===== config.mk =====
export PLATFORM = sky130hd
export DESIGN_NAME = htlp_queue
export DESIGN_NICKNAME = d
export VERILOG_FILES = /design/src/htlp_pkg.sv /design/src/htlp_queue.sv
export SDC_FILE = /design/constraint.sdc
export NUM_CORES = 1
export LEC_CHECK = 0
export BUFFER_PORTS_ARGS = -buffer_cell sky130_fd_sc_hd__buf_2
export CAP_MARGIN = 20
export CORE_AREA = 3 3 260 211
export DETAILED_ROUTE_END_ITERATION = 8
export DIE_AREA = 0 0 263 214
export SYNTH_ARGS = -nofsm -noshare
export SYNTH_HDL_FRONTEND = slang
export SYNTH_SLANG_ARGS = --single-unit

===== constraint.sdc =====
create_clock -name clock -period 6.1 [get_ports clock]
set_input_delay 0 -clock clock [delete_from_list [all_inputs] [get_ports clock]]
set_output_delay 0 -clock clock [all_outputs]
set_load 0.05 [all_outputs]

===== src/htlp_pkg.sv =====
// Shared types, constants and hash function of the hash table core.
package htlp_pkg;

   localparam int SLOTS      = 16384;
   localparam int IDX_W      = $clog2(SLOTS);
   localparam int CNT_W      = $clog2(SLOTS + 1);
   localparam int KEY_W      = 64;
   localparam int QUEUE_DEPTH = 2;

   localparam logic [63:0] HASH_MUL_DEV   = 64'd2654435761;
   localparam logic [63:0] HASH_MUL_INODE = 64'd2246822519;
   localparam int          FOLD_SHIFT     = 32;

   typedef enum logic [1:0] {
      OP_PUT    = 2'd0,
      OP_GET    = 2'd1,
      OP_REMOVE = 2'd2,
      OP_NONE   = 2'd3
   } op_type;

   typedef enum logic [1:0] {
      MARK_EMPTY = 2'd0,
      MARK_USED  = 2'd1,
      MARK_TOMB  = 2'd2,
      MARK_BAD   = 2'd3
   } mark_type;

   typedef enum logic [1:0] {
      ST_OK   = 2'd0,
      ST_MISS = 2'd1,
      ST_FULL = 2'd2
   } status_type;

   typedef enum logic [2:0] {
      BK_CLEAR,
      BK_IDLE,
      BK_READ,
      BK_CHECK,
      BK_DONE
   } bk_state_type;

   // Item travelling from front to back: classified op, key, payload, home slot.
   typedef struct packed {
      op_type            op;
      logic [KEY_W-1:0]  dev_key;
      logic [KEY_W-1:0]  ino_key;
      logic [KEY_W-1:0]  value_in;
      logic [IDX_W-1:0]  home;
   } job_type;

   // Reduce a folded hash modulo SLOTS by repeated compare and subtract in 32-bit
   // chunks is not needed when SLOTS is a power of two; this covers that case.
   function automatic logic [IDX_W-1:0] slot_of(input logic [63:0] f);
      logic [63:0] r;
      r = f % 64'(SLOTS);
      return r[IDX_W-1:0];
   endfunction

   function automatic logic [IDX_W-1:0] next_slot(input logic [IDX_W-1:0] s);
      logic [IDX_W:0] n;
      n = {1'b0, s} + (IDX_W+1)'(1);
      if (n == (IDX_W+1)'(SLOTS)) begin
         n = '0;
      end
      return n[IDX_W-1:0];
   endfunction

endpackage


===== src/htlp_queue.sv =====
// Short queue between front and back parts.
module htlp_queue (
   input  logic              clock,
   input  logic              reset,
   input  logic              in_valid,
   output logic              in_ready,
   input  htlp_pkg::job_type in_job,
   output logic              out_valid,
   input  logic              out_ready,
   output htlp_pkg::job_type out_job
);
   import htlp_pkg::*;

   localparam int PTR_W = $clog2(QUEUE_DEPTH);

   job_type              entry_ff [QUEUE_DEPTH];
   logic [PTR_W-1:0]     wr_ptr_ff, rd_ptr_ff;
   logic [PTR_W:0]       count_ff, count_in;
   logic                 push, pop;

   assign in_ready  = count_ff != (PTR_W+1)'(QUEUE_DEPTH);
   assign out_valid = count_ff != '0;
   assign push      = in_valid && in_ready;
   assign pop       = out_valid && out_ready;
   assign out_job   = entry_ff[rd_ptr_ff];
   assign count_in  = count_ff + (PTR_W+1)'(push) - (PTR_W+1)'(pop);

   // Advance pointers and count
   always_ff @(posedge clock) begin
      if (reset) begin
         wr_ptr_ff <= '0;
         rd_ptr_ff <= '0;
         count_ff  <= '0;
      end else begin
         if (push) begin
            wr_ptr_ff <= wr_ptr_ff + 1'b1;
         end
         if (pop) begin
            rd_ptr_ff <= rd_ptr_ff + 1'b1;
         end
         count_ff <= count_in;
      end
   end

   // Store pushed item
   always_ff @(posedge clock) begin
      if (push) begin
         entry_ff[wr_ptr_ff] <= in_job;
      end
   end

endmodule


### Word-level counts from Yosys, hierarchy flattened

Memory sizes are Yosys's and may differ from the RTL's. A register that Yosys moved wholly into a read port is not among the register bits.
Cells that the tools add are included.

* bits in registers: 4
* bits in writable memories: 416
* bits of input ports: 212
* memories kept: 1
* output and inout bits: 210

* add/subtract/negate cells: 4
* muxes and demuxes: 4
* eq/ne operators: 1
* reduce and logical (&&, ||, !) cells: 3

Memories
* entry_ff: words 2, width 208, read ports 1, clocked after Yosys merged registers in 1, wr ports 1, line htlp_queue.sv:16 `job_type entry_ff [QUEUE_DEPTH];`

Operators with widths (count)
* 1-bit two-way mux: 4
* 1-bit adder (second input constant): 2
* 2-bit by 1-bit adder with 2-bit output: 1
* 1-bit logical AND: 2
* 2-bit inequality test (second input constant): 1
* 2-bit nonzero test: 1
* 2-bit by 1-bit subtractor with 2-bit output: 1

### Longest topological paths before layout

* word-level depth: 4
* mapped depth: 6
* depth with buffers taken out: 6

### Worst setup path before layout

No wires, ideal clock.

* path type: register -> register
* from: reg count_ff[0]
* to: mem entry_ff[1][0] (netlist bit), enable pin
* arrival time: 5818 ps
* period minus slack after synthesis: 6414 ps
* required time: 5504 ps
* library setup time: 596 ps
* stages on the path, launching flop included: 3
* setup slack: -314 ps
* cell sequence: dfxtp_1 > nand2b_1 > and3_1

* word-level cells in the longest chain between the ends: 4

RTL lines
* from (decl): line htlp_queue.sv:18 `logic [PTR_W:0] count_ff, count_in;`
* from (signal assigned): line htlp_queue.sv:41 `count_ff <= count_in;`
* 2-bit inequality test: line htlp_queue.sv:21 `assign in_ready = count_ff != (PTR_W+1)'(QUEUE_DEPTH);`
* net in_ready: line htlp_queue.sv:6 `output logic in_ready,`
* 1-bit logical AND: line htlp_queue.sv:23 `assign push = in_valid && in_ready;`
* 1-bit two-way mux: line htlp_queue.sv:47 `if (push) begin`
* 1-bit two-way mux (implied by the code): line htlp_queue.sv:48 `entry_ff[wr_ptr_ff] <= in_job;`
* to (decl): line htlp_queue.sv:16

The timed path passes the listed nets, and every way through them passes these cells.

==> impl_results.md <==
- First-pass GRT wire length: 53170 um
- Slew of the pin with the lowest slew margin: 0.9657 ns
- Pin count of the biggest net entering global routing: 131
- Area Growth Syn to Fin: 40.07%
- Commonest non-fill, non-tap cell in the layout: buf_2
- Storage cell area: 12600 um^2
- 1st-pass router iterations: 4
- Power, Total: 8.867 mW
- ANT nets after route: 0
- Die area: 56280 um^2
- Post-Syn Nets: 889
- Max-cap violations: 0
- Smallest hold slack: 0.1775 ns
- Clock tree buffer depth: 3
- Sink Count: 421
- Vias in the first global route: 9459
- CP startpoint kind: flop
- Final min period: 2.931 ns
- Setup violators final: 0
- Crit-path max cell delay: 0.85 ns
- Fillers: 4706
- Leakage power: 8.330 nW
- Final Cycle Share: 48.04%
- Required @ worst endpoint: 6.10 ns
- WL final: 34460 um
- Worst-skew pair later-pin latency: 0.55 ns
- IO Port Bufs: 421
- Root Driver: clkbuf_16
- Tot GR Track Use: 11.90%
- Post-CTS resize count: 0
- Worst-path clk slew: 0.06 ns
- Dpl hpwl: 21630 um
- Mapped Area: 15680 um^2
- Cell area after layout: 21960 um^2
- Chip width: 263 um
- Critical path class: flop to output pin
- Crit path buf inv count: 2
- # hold bufs at CTS: 212
- Hold Violations, Final: 0
- Peak VDD IR: 0.2638 mV
- Critical Path AT: 2.93 ns
- Syn avg cell area: 23.19 um^2
- Layout cell share with drive strength beyond 1: 51.10%
- Most frequent cells in the layout: 421 x buf_2, 416 x edfxtp_1, 212 x dlygate4sd3_1
- Initial core utilization: 29.94%
- WL/cell: 16.72 um
- Sequence of cells on the critical path: buf_4 > mux2_2 > buf_2
- Status: complete, no violations
- Placed cell area: 18540 um^2
- Die Y: 214 um
- Initial antenna violation count: 0
- Post-synthesis sequential area ratio: 80.31%
- Total CTS buffers: 43
- CP delay by family, top: buffers and inverters
- Clock Skews: 0.01502 ns
- Gr ovfl total: 0
- Placer congestion estimate: 0.7567
- Synthesized instance count: 676
- Vias/cell: 4.196
- Io pins: 422
- Max Slew Vio Count: 0
- RSZ-0062 raised after global routing: no
- Setup crit end kind: output pin
- Htree depth: 2
- Max-slew headroom: 35.62%
- CTS tree: yes
- Setup bufs post-CTS: 0
- #FFs+latches synth: 421
- Pwr per Cell Area: 403.7 nW/um^2
- Distinct cell type count after synthesis: 21
- Setup TNS: 0 ns
- Worst path slowest cell: dfxtp_4
- CP Max Fanout: 57
- Synth warn: 0
- DR DRC count: 0
- Cell row count: 75
- Final net count: 1550
- Tightest Hold Check Type: input port to flop
- Core ar.: 52360 um^2
- Highest clock rate: 341.2 MHz
- 1st-iter DRT viols: 456
- Routed vias: 8647
- Area of the multi-input gates: 2879 um^2
- Number of diodes: 0
==> power breakdown <==
part           total (mW)  switching, mW  internal, mW
Sequential           3.63          0.110          3.52
Combinational        2.80           1.91         0.890
Clock                2.44           1.06          1.38
Total                8.87           3.07          5.79
==> cells in the mapped netlist <==
master / number / area, um^2
edfxtp_1: 416 / 12490
mux2_2: 108 / 1216
mux2_4: 101 / 1516
buf_6: 15 / 168.9
buf_2: 8 / 40.04
dfxtp_1: 5 / 100.1
nor2_1: 5 / 18.77
nor2b_1: 3 / 18.77
a21bo_2: 2 / 20.02
o21ai_0: 2 / 10.01
a211oi_1: 1 / 7.510
a21oi_1: 1 / 5.000
a32oi_1: 1 / 8.760
and3_1: 1 / 6.260
ha_1: 1 / 12.51
inv_1: 1 / 3.750
nand2b_1: 1 / 6.260
nand3_1: 1 / 5.000
nand3b_1: 1 / 7.510
or2_2: 1 / 6.260
xor2_1: 1 / 8.760
==> kinds of logic (layout without fill, tap and decap cells) <==
logic type	count (synthesis)	count (layout)	share of synthesized area [%]
buf+inv	24	716	1.357
flops	421	421	80.31
compound gates	7	7	0.3272
mux	209	209	17.43
fa+ha+maj	1	1	0.07979
xor+xnor	1	1	0.05587
simple gates	13	13	0.4390
==> area by class of cell <==
cell class / count / share of cell area [%]
clock buffer: 51 / 5.230
clock inverter: 25 / 0.6723
inverter: 1 / 0.05128
multi-input combinational: 231 / 13.11
sequential: 421 / 57.36
tap: 693 / 3.948
timing repair buffer: 639 / 19.63
==> worst paths after layout <==
check             slack (ns)  depth (start not counted)              startpoint                        end
setup / recovery        3.17                          3                    flop               out_job[185]
hold / removal          0.18                          2              in_job[58]  entry_ff[0][58]$_DFFE_PP_
setup reg to reg        3.48                          4  count_ff[0]$_SDFF_PP0_  entry_ff[0][20]$_DFFE_PP_
hold reg to reg         0.50                          2  rd_ptr_ff$_SDFFE_PP0P_     rd_ptr_ff$_SDFFE_PP0P_
==> flip-flops by register name, summed over array words and instances (netlist names), named ones only <==
name       cells
wr_ptr_ff      1
count_ff       2
entry_ff     416
rd_ptr_ff      1
==> metrics by stage <==
stage	cells	utilization [%]	setup slack, ns
after floorplan	676	-	0.4599
after global placement	1773	35.41	3.593
after detailed placement	1773	35.41	3.495
after CTS	2061	41.94	3.055
after global routing	2061	41.94	2.949
final	2061	41.94	3.169
==> worst reg2reg max path, delay by kind of cell (launching register included) <==
family        cells  cell delay [ns]
simple gates      2             0.44
flops             1             0.44
buf+inv           2             1.05
==> routing by layer <==
layer	GRT usage, %	vias to the layer above	routed length [um]
met3	4.065	55	2803
met1	14.33	4265	14310
met4	3.692	0	792
met2	20.15	310	16550
met5	0	-	0
li1	-	4017	-
No activity file was read; power rests on OpenSTA's default activity.
