--- config.mk ---
export PLATFORM = sky130hd
export DESIGN_NAME = htlp_front
export DESIGN_NICKNAME = d
export VERILOG_FILES = /design/src/htlp_pkg.sv /design/src/htlp_front.sv
export SDC_FILE = /design/constraint.sdc
export NUM_CORES = 2
export LEC_CHECK = 0
export BUFFER_PORTS_ARGS = -buffer_cell sky130_fd_sc_hd__buf_2
export CAP_MARGIN = 20
export CORE_ASPECT_RATIO = 2
export CORE_MARGIN = 4
export CORE_UTILIZATION = 25
export CTS_CLUSTER_SIZE = 30
export DETAILED_ROUTE_END_ITERATION = 10
export PLACE_DENSITY = 0.49
export SYNTH_ARGS = -nofsm -noshare
export SYNTH_HDL_FRONTEND = slang
export SYNTH_SLANG_ARGS = --single-unit
--- constraint.sdc ---
create_clock -name clock -period 15 [get_ports clock]
set_clock_uncertainty 0.2 [all_clocks]
set_input_delay 3 -clock clock [delete_from_list [all_inputs] [get_ports clock]]
set_output_delay 3 -clock clock [all_outputs]
set_load 0.02 [all_outputs]
--- src/htlp_pkg.sv ---
// Shared types, constants and hash function of the hash table core.
package htlp_pkg;

   localparam int SLOTS      = 16384;
   localparam int IDX_W      = $clog2(SLOTS);
   localparam int CNT_W      = $clog2(SLOTS + 1);
   localparam int KEY_W      = 64;
   localparam int QUEUE_DEPTH = 2;

   localparam logic [63:0] HASH_MUL_DEV   = 64'd2654435761;
   localparam logic [63:0] HASH_MUL_INODE = 64'd2246822519;
   localparam int          FOLD_SHIFT     = 32;

   typedef enum logic [1:0] {
      OP_PUT    = 2'd0,
      OP_GET    = 2'd1,
      OP_REMOVE = 2'd2,
      OP_NONE   = 2'd3
   } op_type;

   typedef enum logic [1:0] {
      MARK_EMPTY = 2'd0,
      MARK_USED  = 2'd1,
      MARK_TOMB  = 2'd2,
      MARK_BAD   = 2'd3
   } mark_type;

   typedef enum logic [1:0] {
      ST_OK   = 2'd0,
      ST_MISS = 2'd1,
      ST_FULL = 2'd2
   } status_type;

   typedef enum logic [2:0] {
      BK_CLEAR,
      BK_IDLE,
      BK_READ,
      BK_CHECK,
      BK_DONE
   } bk_state_type;

   // Item travelling from front to back: classified op, key, payload, home slot.
   typedef struct packed {
      op_type            op;
      logic [KEY_W-1:0]  dev_key;
      logic [KEY_W-1:0]  ino_key;
      logic [KEY_W-1:0]  value_in;
      logic [IDX_W-1:0]  home;
   } job_type;

   // Reduce a folded hash modulo SLOTS by repeated compare and subtract in 32-bit
   // chunks is not needed when SLOTS is a power of two; this covers that case.
   function automatic logic [IDX_W-1:0] slot_of(input logic [63:0] f);
      logic [63:0] r;
      r = f % 64'(SLOTS);
      return r[IDX_W-1:0];
   endfunction

   function automatic logic [IDX_W-1:0] next_slot(input logic [IDX_W-1:0] s);
      logic [IDX_W:0] n;
      n = {1'b0, s} + (IDX_W+1)'(1);
      if (n == (IDX_W+1)'(SLOTS)) begin
         n = '0;
      end
      return n[IDX_W-1:0];
   endfunction

endpackage

--- src/htlp_front.sv ---
// Front part: accepts items, computes the home slot over two stages.
module htlp_front (
   input  logic                clock,
   input  logic                reset,
   input  logic                req_valid,
   output logic                req_ready,
   input  logic [1:0]          req_op,
   input  logic [63:0]         req_dev_key,
   input  logic [63:0]         req_ino_key,
   input  logic [63:0]         req_value_in,
   output logic                job_valid,
   input  logic                job_ready,
   output htlp_pkg::job_type   job
);
   import htlp_pkg::*;

   // Stage 1: 32 by 32 partial products registered
   logic        s1_valid_ff, s1_valid_in;
   logic [63:0] s1_pd_lo_ff, s1_pi_lo_ff;
   logic [31:0] s1_pd_hi_ff, s1_pi_hi_ff;
   logic [1:0]  s1_op_ff;
   logic [63:0] s1_dev_ff, s1_ino_ff, s1_val_ff;
   // Stage 2: folded hash registered
   logic        s2_valid_ff, s2_valid_in;
   logic [63:0] s2_fold_ff;
   logic [1:0]  s2_op_ff;
   logic [63:0] s2_dev_ff, s2_ino_ff, s2_val_ff;
   logic [63:0] hash;
   logic        s2_take, s1_take;

   assign s2_take   = !s2_valid_ff || job_ready;
   assign s1_take   = !s1_valid_ff || s2_take;
   assign req_ready = s1_take;

   assign s1_valid_in = (req_valid && req_ready) || (s1_valid_ff && !s2_take);
   assign s2_valid_in = (s1_valid_ff && s2_take) || (s2_valid_ff && !job_ready);
   // Multipliers fit in 32 bits, so the high key half only adds its low product bits
   assign hash        = (s1_pd_lo_ff + {s1_pd_hi_ff, 32'd0}) ^
                        (s1_pi_lo_ff + {s1_pi_hi_ff, 32'd0});

   // Advance valid flags
   always_ff @(posedge clock) begin
      if (reset) begin
         s1_valid_ff <= 1'b0;
         s2_valid_ff <= 1'b0;
      end else begin
         s1_valid_ff <= s1_valid_in;
         s2_valid_ff <= s2_valid_in;
      end
   end

   // Hold or load stage payloads
   always_ff @(posedge clock) begin
      if (req_valid && req_ready) begin
         s1_pd_lo_ff <= {32'd0, req_dev_key[31:0]} * {32'd0, HASH_MUL_DEV[31:0]};
         s1_pd_hi_ff <= req_dev_key[63:32] * HASH_MUL_DEV[31:0];
         s1_pi_lo_ff <= {32'd0, req_ino_key[31:0]} * {32'd0, HASH_MUL_INODE[31:0]};
         s1_pi_hi_ff <= req_ino_key[63:32] * HASH_MUL_INODE[31:0];
         s1_op_ff    <= req_op;
         s1_dev_ff   <= req_dev_key;
         s1_ino_ff   <= req_ino_key;
         s1_val_ff   <= req_value_in;
      end
      if (s1_valid_ff && s2_take) begin
         s2_fold_ff <= hash ^ (hash >> FOLD_SHIFT);
         s2_op_ff   <= s1_op_ff;
         s2_dev_ff  <= s1_dev_ff;
         s2_ino_ff  <= s1_ino_ff;
         s2_val_ff  <= s1_val_ff;
      end
   end

   assign job_valid     = s2_valid_ff;
   assign job.op        = op_type'(s2_op_ff);
   assign job.dev_key   = s2_dev_ff;
   assign job.ino_key   = s2_ino_ff;
   assign job.value_in  = s2_val_ff;
   assign job.home      = slot_of(s2_fold_ff);

endmodule

# Word-level counts from Yosys, hierarchy flattened
# Cells that the tools add are included.
# totals
regBits,524
latchBits,0
ram_bits,0
mem_bits_ro,0
input_bits,198
output_inout_bits,210
n_memories,0
# classes
add_sub_neg,2
n_mul,4
n_div,0
n_lt_le_gt_ge,0
n_eq_ne,0
n_shift,0
muxes,0
n_bitwise,2
n_reduce_logical,12
# op_table
cell,n
$add 46x46->46,2
$mul 32x32->46 const B,2
$mul 32x32->14 const B,2
$xor 46x46->46,1
$xor 14x14->14,1
$logic_and 1x1->1,4
$logic_not 1->1,4
$logic_or 1x1->1,4

# Logic depth before layout (Yosys ltp)
# logic_depth
word_depth,5
mapped_depth,25
mapped_depth_nobuf,25

# Worst setup path after synthesis
# OpenSTA, ideal clock, no wires.
# synth_path
path_kind,input to register
from,input port job_ready
to,register s2_dev_ff[0] (enable)
arrival_time_ps,12257
required_ps,13995
path_slack_ps,1738
stages,2
n_path_buf,0
path_cell_list,nor2b_1 > nor2b_1
# synth_via
elab_chain_len,2
# synth_rtl
item,line,rtl
"start, declared",htlp_front.sv:12,"input logic job_ready,"
$logic_or 1x1->1,htlp_front.sv:31,assign s2_take = !s2_valid_ff || job_ready;
$logic_and 1x1->1,htlp_front.sv:64,if (s1_valid_ff && s2_take) begin
"end signal, assigned",htlp_front.sv:67,s2_dev_ff <= s1_dev_ff;
"end, declared",htlp_front.sv:27,"logic [63:0] s2_dev_ff, s2_ino_ff, s2_val_ff;"
# Every way passes these cells.
# A chain may end at the register's enable or synchronous reset.

# Worst setup path in the final report
# layout_path
from,input port req_dev_key[17]
to,register s1_pd_lo_ff[44] (data pin)
# layout_via
elab_chain_len,1
# layout_rtl
item,line,rtl
"start, declared",htlp_front.sv:8,"input logic [63:0] req_dev_key,"
$mul 32x32->46,htlp_front.sv:55,"s1_pd_lo_ff <= {32'd0, req_dev_key[31:0]} * {32'd0, HASH_MUL_DEV[31:0]};"
"end signal, assigned",htlp_front.sv:55,
"end, declared",htlp_front.sv:19,"logic [63:0] s1_pd_lo_ff, s1_pi_lo_ff;"
# Every way passes these cells.

==> results.md <==
* Status: complete, no violations
* Gr usage total at 15.81%
* HP Class: flip-flop to flip-flop
* Final Cycle Share at 67.97%
* Wire length per cell after detailed routing at 22.65 um
* Ys flop type: edfxtp_1
* Max-slew violation count at 0
* Clock sink total at 478
* Mapped cell area at 49190 um^2
* Max Cap Viol at 0
* Sequential cell area fraction in the yosys report at 29.14%
* Die ar. at 204400 um^2
* EDFF count, synth at 476
* Layout cells sized above 1 at 11.68%
* TNS Setup at 0 ps
* Num rows at 230
* Placed cell areas at 54510 um^2
* Core area at 196000 um^2
* Via density per instance at 4.174
* Fin. Hold Viols at 0
* Clk slew on worst S/H paths at 70 ps
* Endpoints failing setup at 0
* Syn-to-layout area delta at 14.45%
* Largest net degree at the start of global routing at 120
* Initial Utilization at 25.10%
* Cell variety after synth at 68
* Syn Area/Cell at 12.41 um^2
* Gate Count Post-Synth at 3965
* Antenna-violating nets left at 0
* Worst setup EP type: flip-flop
* Port Buffers at 407
* Clk_lat worst skew at 690 ps
* Antenna violations before repair at 14
* Startpoint type of the worst setup path: input pin
* DP HPWL at 139.2 mm
* I/O pin count at 408
* FMAX at 0.09808 GHz
* Fillers at 20240
* Width of the die at 321.7 um
* Post-layout minimum cycle time at 10200 ps
* Inst Count DP at 6930
* Unrepaired setup endpoints after global routing: false
* Cts repair resizes at 0
* Max-Slew Margin vs Limit at 29.48%
* Post-route cell area at 56300 um^2
* CP required at 15210 ps
* Worst Path Max Fanout at 10
* Worst endpoint data arrival time at 10410 ps
* Clock buffer count from CTS at 53
* Final WS setup at 4805 ps
* CTS tree: yes
* Vias at 29360
* Die Ht at 635.3 um
* Critical setup path kind: input pin to flip-flop
* Detailed-route wire length at 159.3 mm
* Worst-margin pin slew at 1050 ps
* Finished Layout Cells at 7034
* First-pass DRT Iterations at 5
* Yosys reg bits at 478
* H-tree depth at 2
* Warnings from Yosys at 0
* DRC at 0
* Setup Buffers After CTS at 0
* Congestion Overflow GR at 0
* Post-Syn Nets at 5672
* DRT iter0 DRCs at 1164
* Max clock buf depth at 3
* Vias in the first global route at 34580
* Cts hold-fix bufs at 0
* Final nets at 6140
* Place WS at 4189 ps
* Placer Congestion at 0.9568
* Ys async rst share at 0%
* First-pass GRT wire length at 230.9 mm
* Root Buffer: clkbuf_16
## path summary, 6_finish.rpt
path	start	endpoint	slack [ps]	cells past startpoint
max	req_dev_key[17]	s1_pd_lo_ff[44]	4800	24
min	s1_ino_ff[13]	s2_ino_ff[13]	210	0
max reg2reg	job_valid	s1_pi_lo_ff[8]	11310	6
min reg2reg	s1_ino_ff[13]	s2_ino_ff[13]	210	0
## synthesized netlist by cell type, types with 21 or more instances
cell type / n / area (um^2)
inv_1: 1344 / 5045
o21ai_0: 30 / 150.1
xnor2_1: 161 / 1410
a21o_1: 38 / 285.3
xor2_1: 30 / 262.8
a21oi_1: 78 / 390.4
nand2_1: 36 / 135.1
nor3_1: 21 / 105.1
fa_1: 860 / 17220
edfxtp_1: 476 / 14290
ha_1: 649 / 8120
nor2_1: 39 / 146.4
nand3_1: 25 / 125.1
## cells in the final DEF (no fill, tap or decap), types with 9 or more instances in the layout
cell          n
nand3_1      25
nor2_1       39
a211oi_1     11
fa_1        860
edfxtp_1    476
a21oi_1      78
a21o_1       38
ha_1        649
nand2_1      36
and3_1        9
buf_2       407
o21ai_0      30
nor2b_1      12
o21bai_1     18
clkbuf_16    53
xor2_1       30
clkbuf_1     10
inv_1      1344
nor3_1       21
xnor2_1     161
## metal layers
metal / share of wire [%] / track usage (%)
met1: 30 / 13.95
met5: 0.051 / 0
met3: 4.3 / 2.381
met4: 9.7 / 12.36
met2: 56 / 31.18
## worst max-delay path, stage by stage
cell,delay [ps]
buf_2,320
inv_1,220
fa_1,630
fa_1,520
inv_1,70
fa_1,550
inv_1,60
fa_1,490
inv_1,50
fa_1,550
fa_1,460
fa_1,500
inv_1,50
fa_1,470
inv_1,50
ha_1,320
nand4_1,180
a2111oi_0,760
nor2_1,110
a31oi_1,270
o311ai_1,280
nand3b_1,200
a311oi_1,130
xnor2_1,150
## cell families (layout without fill, tap and decap cells)
family	after synthesis	in the layout	share of synthesized area [%]
flops	478	478	29.14
fa+ha+maj	1509	1509	51.50
other cells	0	6	0
compound gates	253	253	3.678
xor+xnor	192	192	3.446
buf+inv	1345	1856	10.26
simple gates	188	188	1.974
## state kept, by name, summed over array words and instances, names as in the netlist, 28 cells and up
| register | count |
|---|---|
| s1_val_ff | 64 |
| s1_dev_ff | 56 |
| s1_pd_lo_ff | 28 |
| s2_ino_ff | 64 |
| s2_dev_ff | 64 |
| s1_pi_lo_ff | 28 |
| s1_ino_ff | 62 |
| s2_val_ff | 64 |
## stage by stage
step | util, % | hold WS, ps
after floorplan | - | 200.3
after global placement | 27.81 | 200.4
after detailed placement | 27.81 | 204.5
after CTS | 28.72 | 209.7
after global routing | 28.72 | 214.5
final | 28.73 | 209.7
## layout make-up
cell class	instances	area, um^2	area share [%]
Multi-Input combinational cell	2142	29820	52.97
Sequential cell	478	14330	25.46
Inverter	1344	5045	8.960
Tap cell	2552	3193	5.671
Timing Repair Buffer	414	2115	3.756
Clock buffer	63	1364	2.422
Clock inverter	35	415.4	0.7378
Antenna cell	6	15.01	0.02667
Power is left out: the tool's default activity adds up to more than one toggle a clock period on the data nets, which glitch-free logic cannot reach.
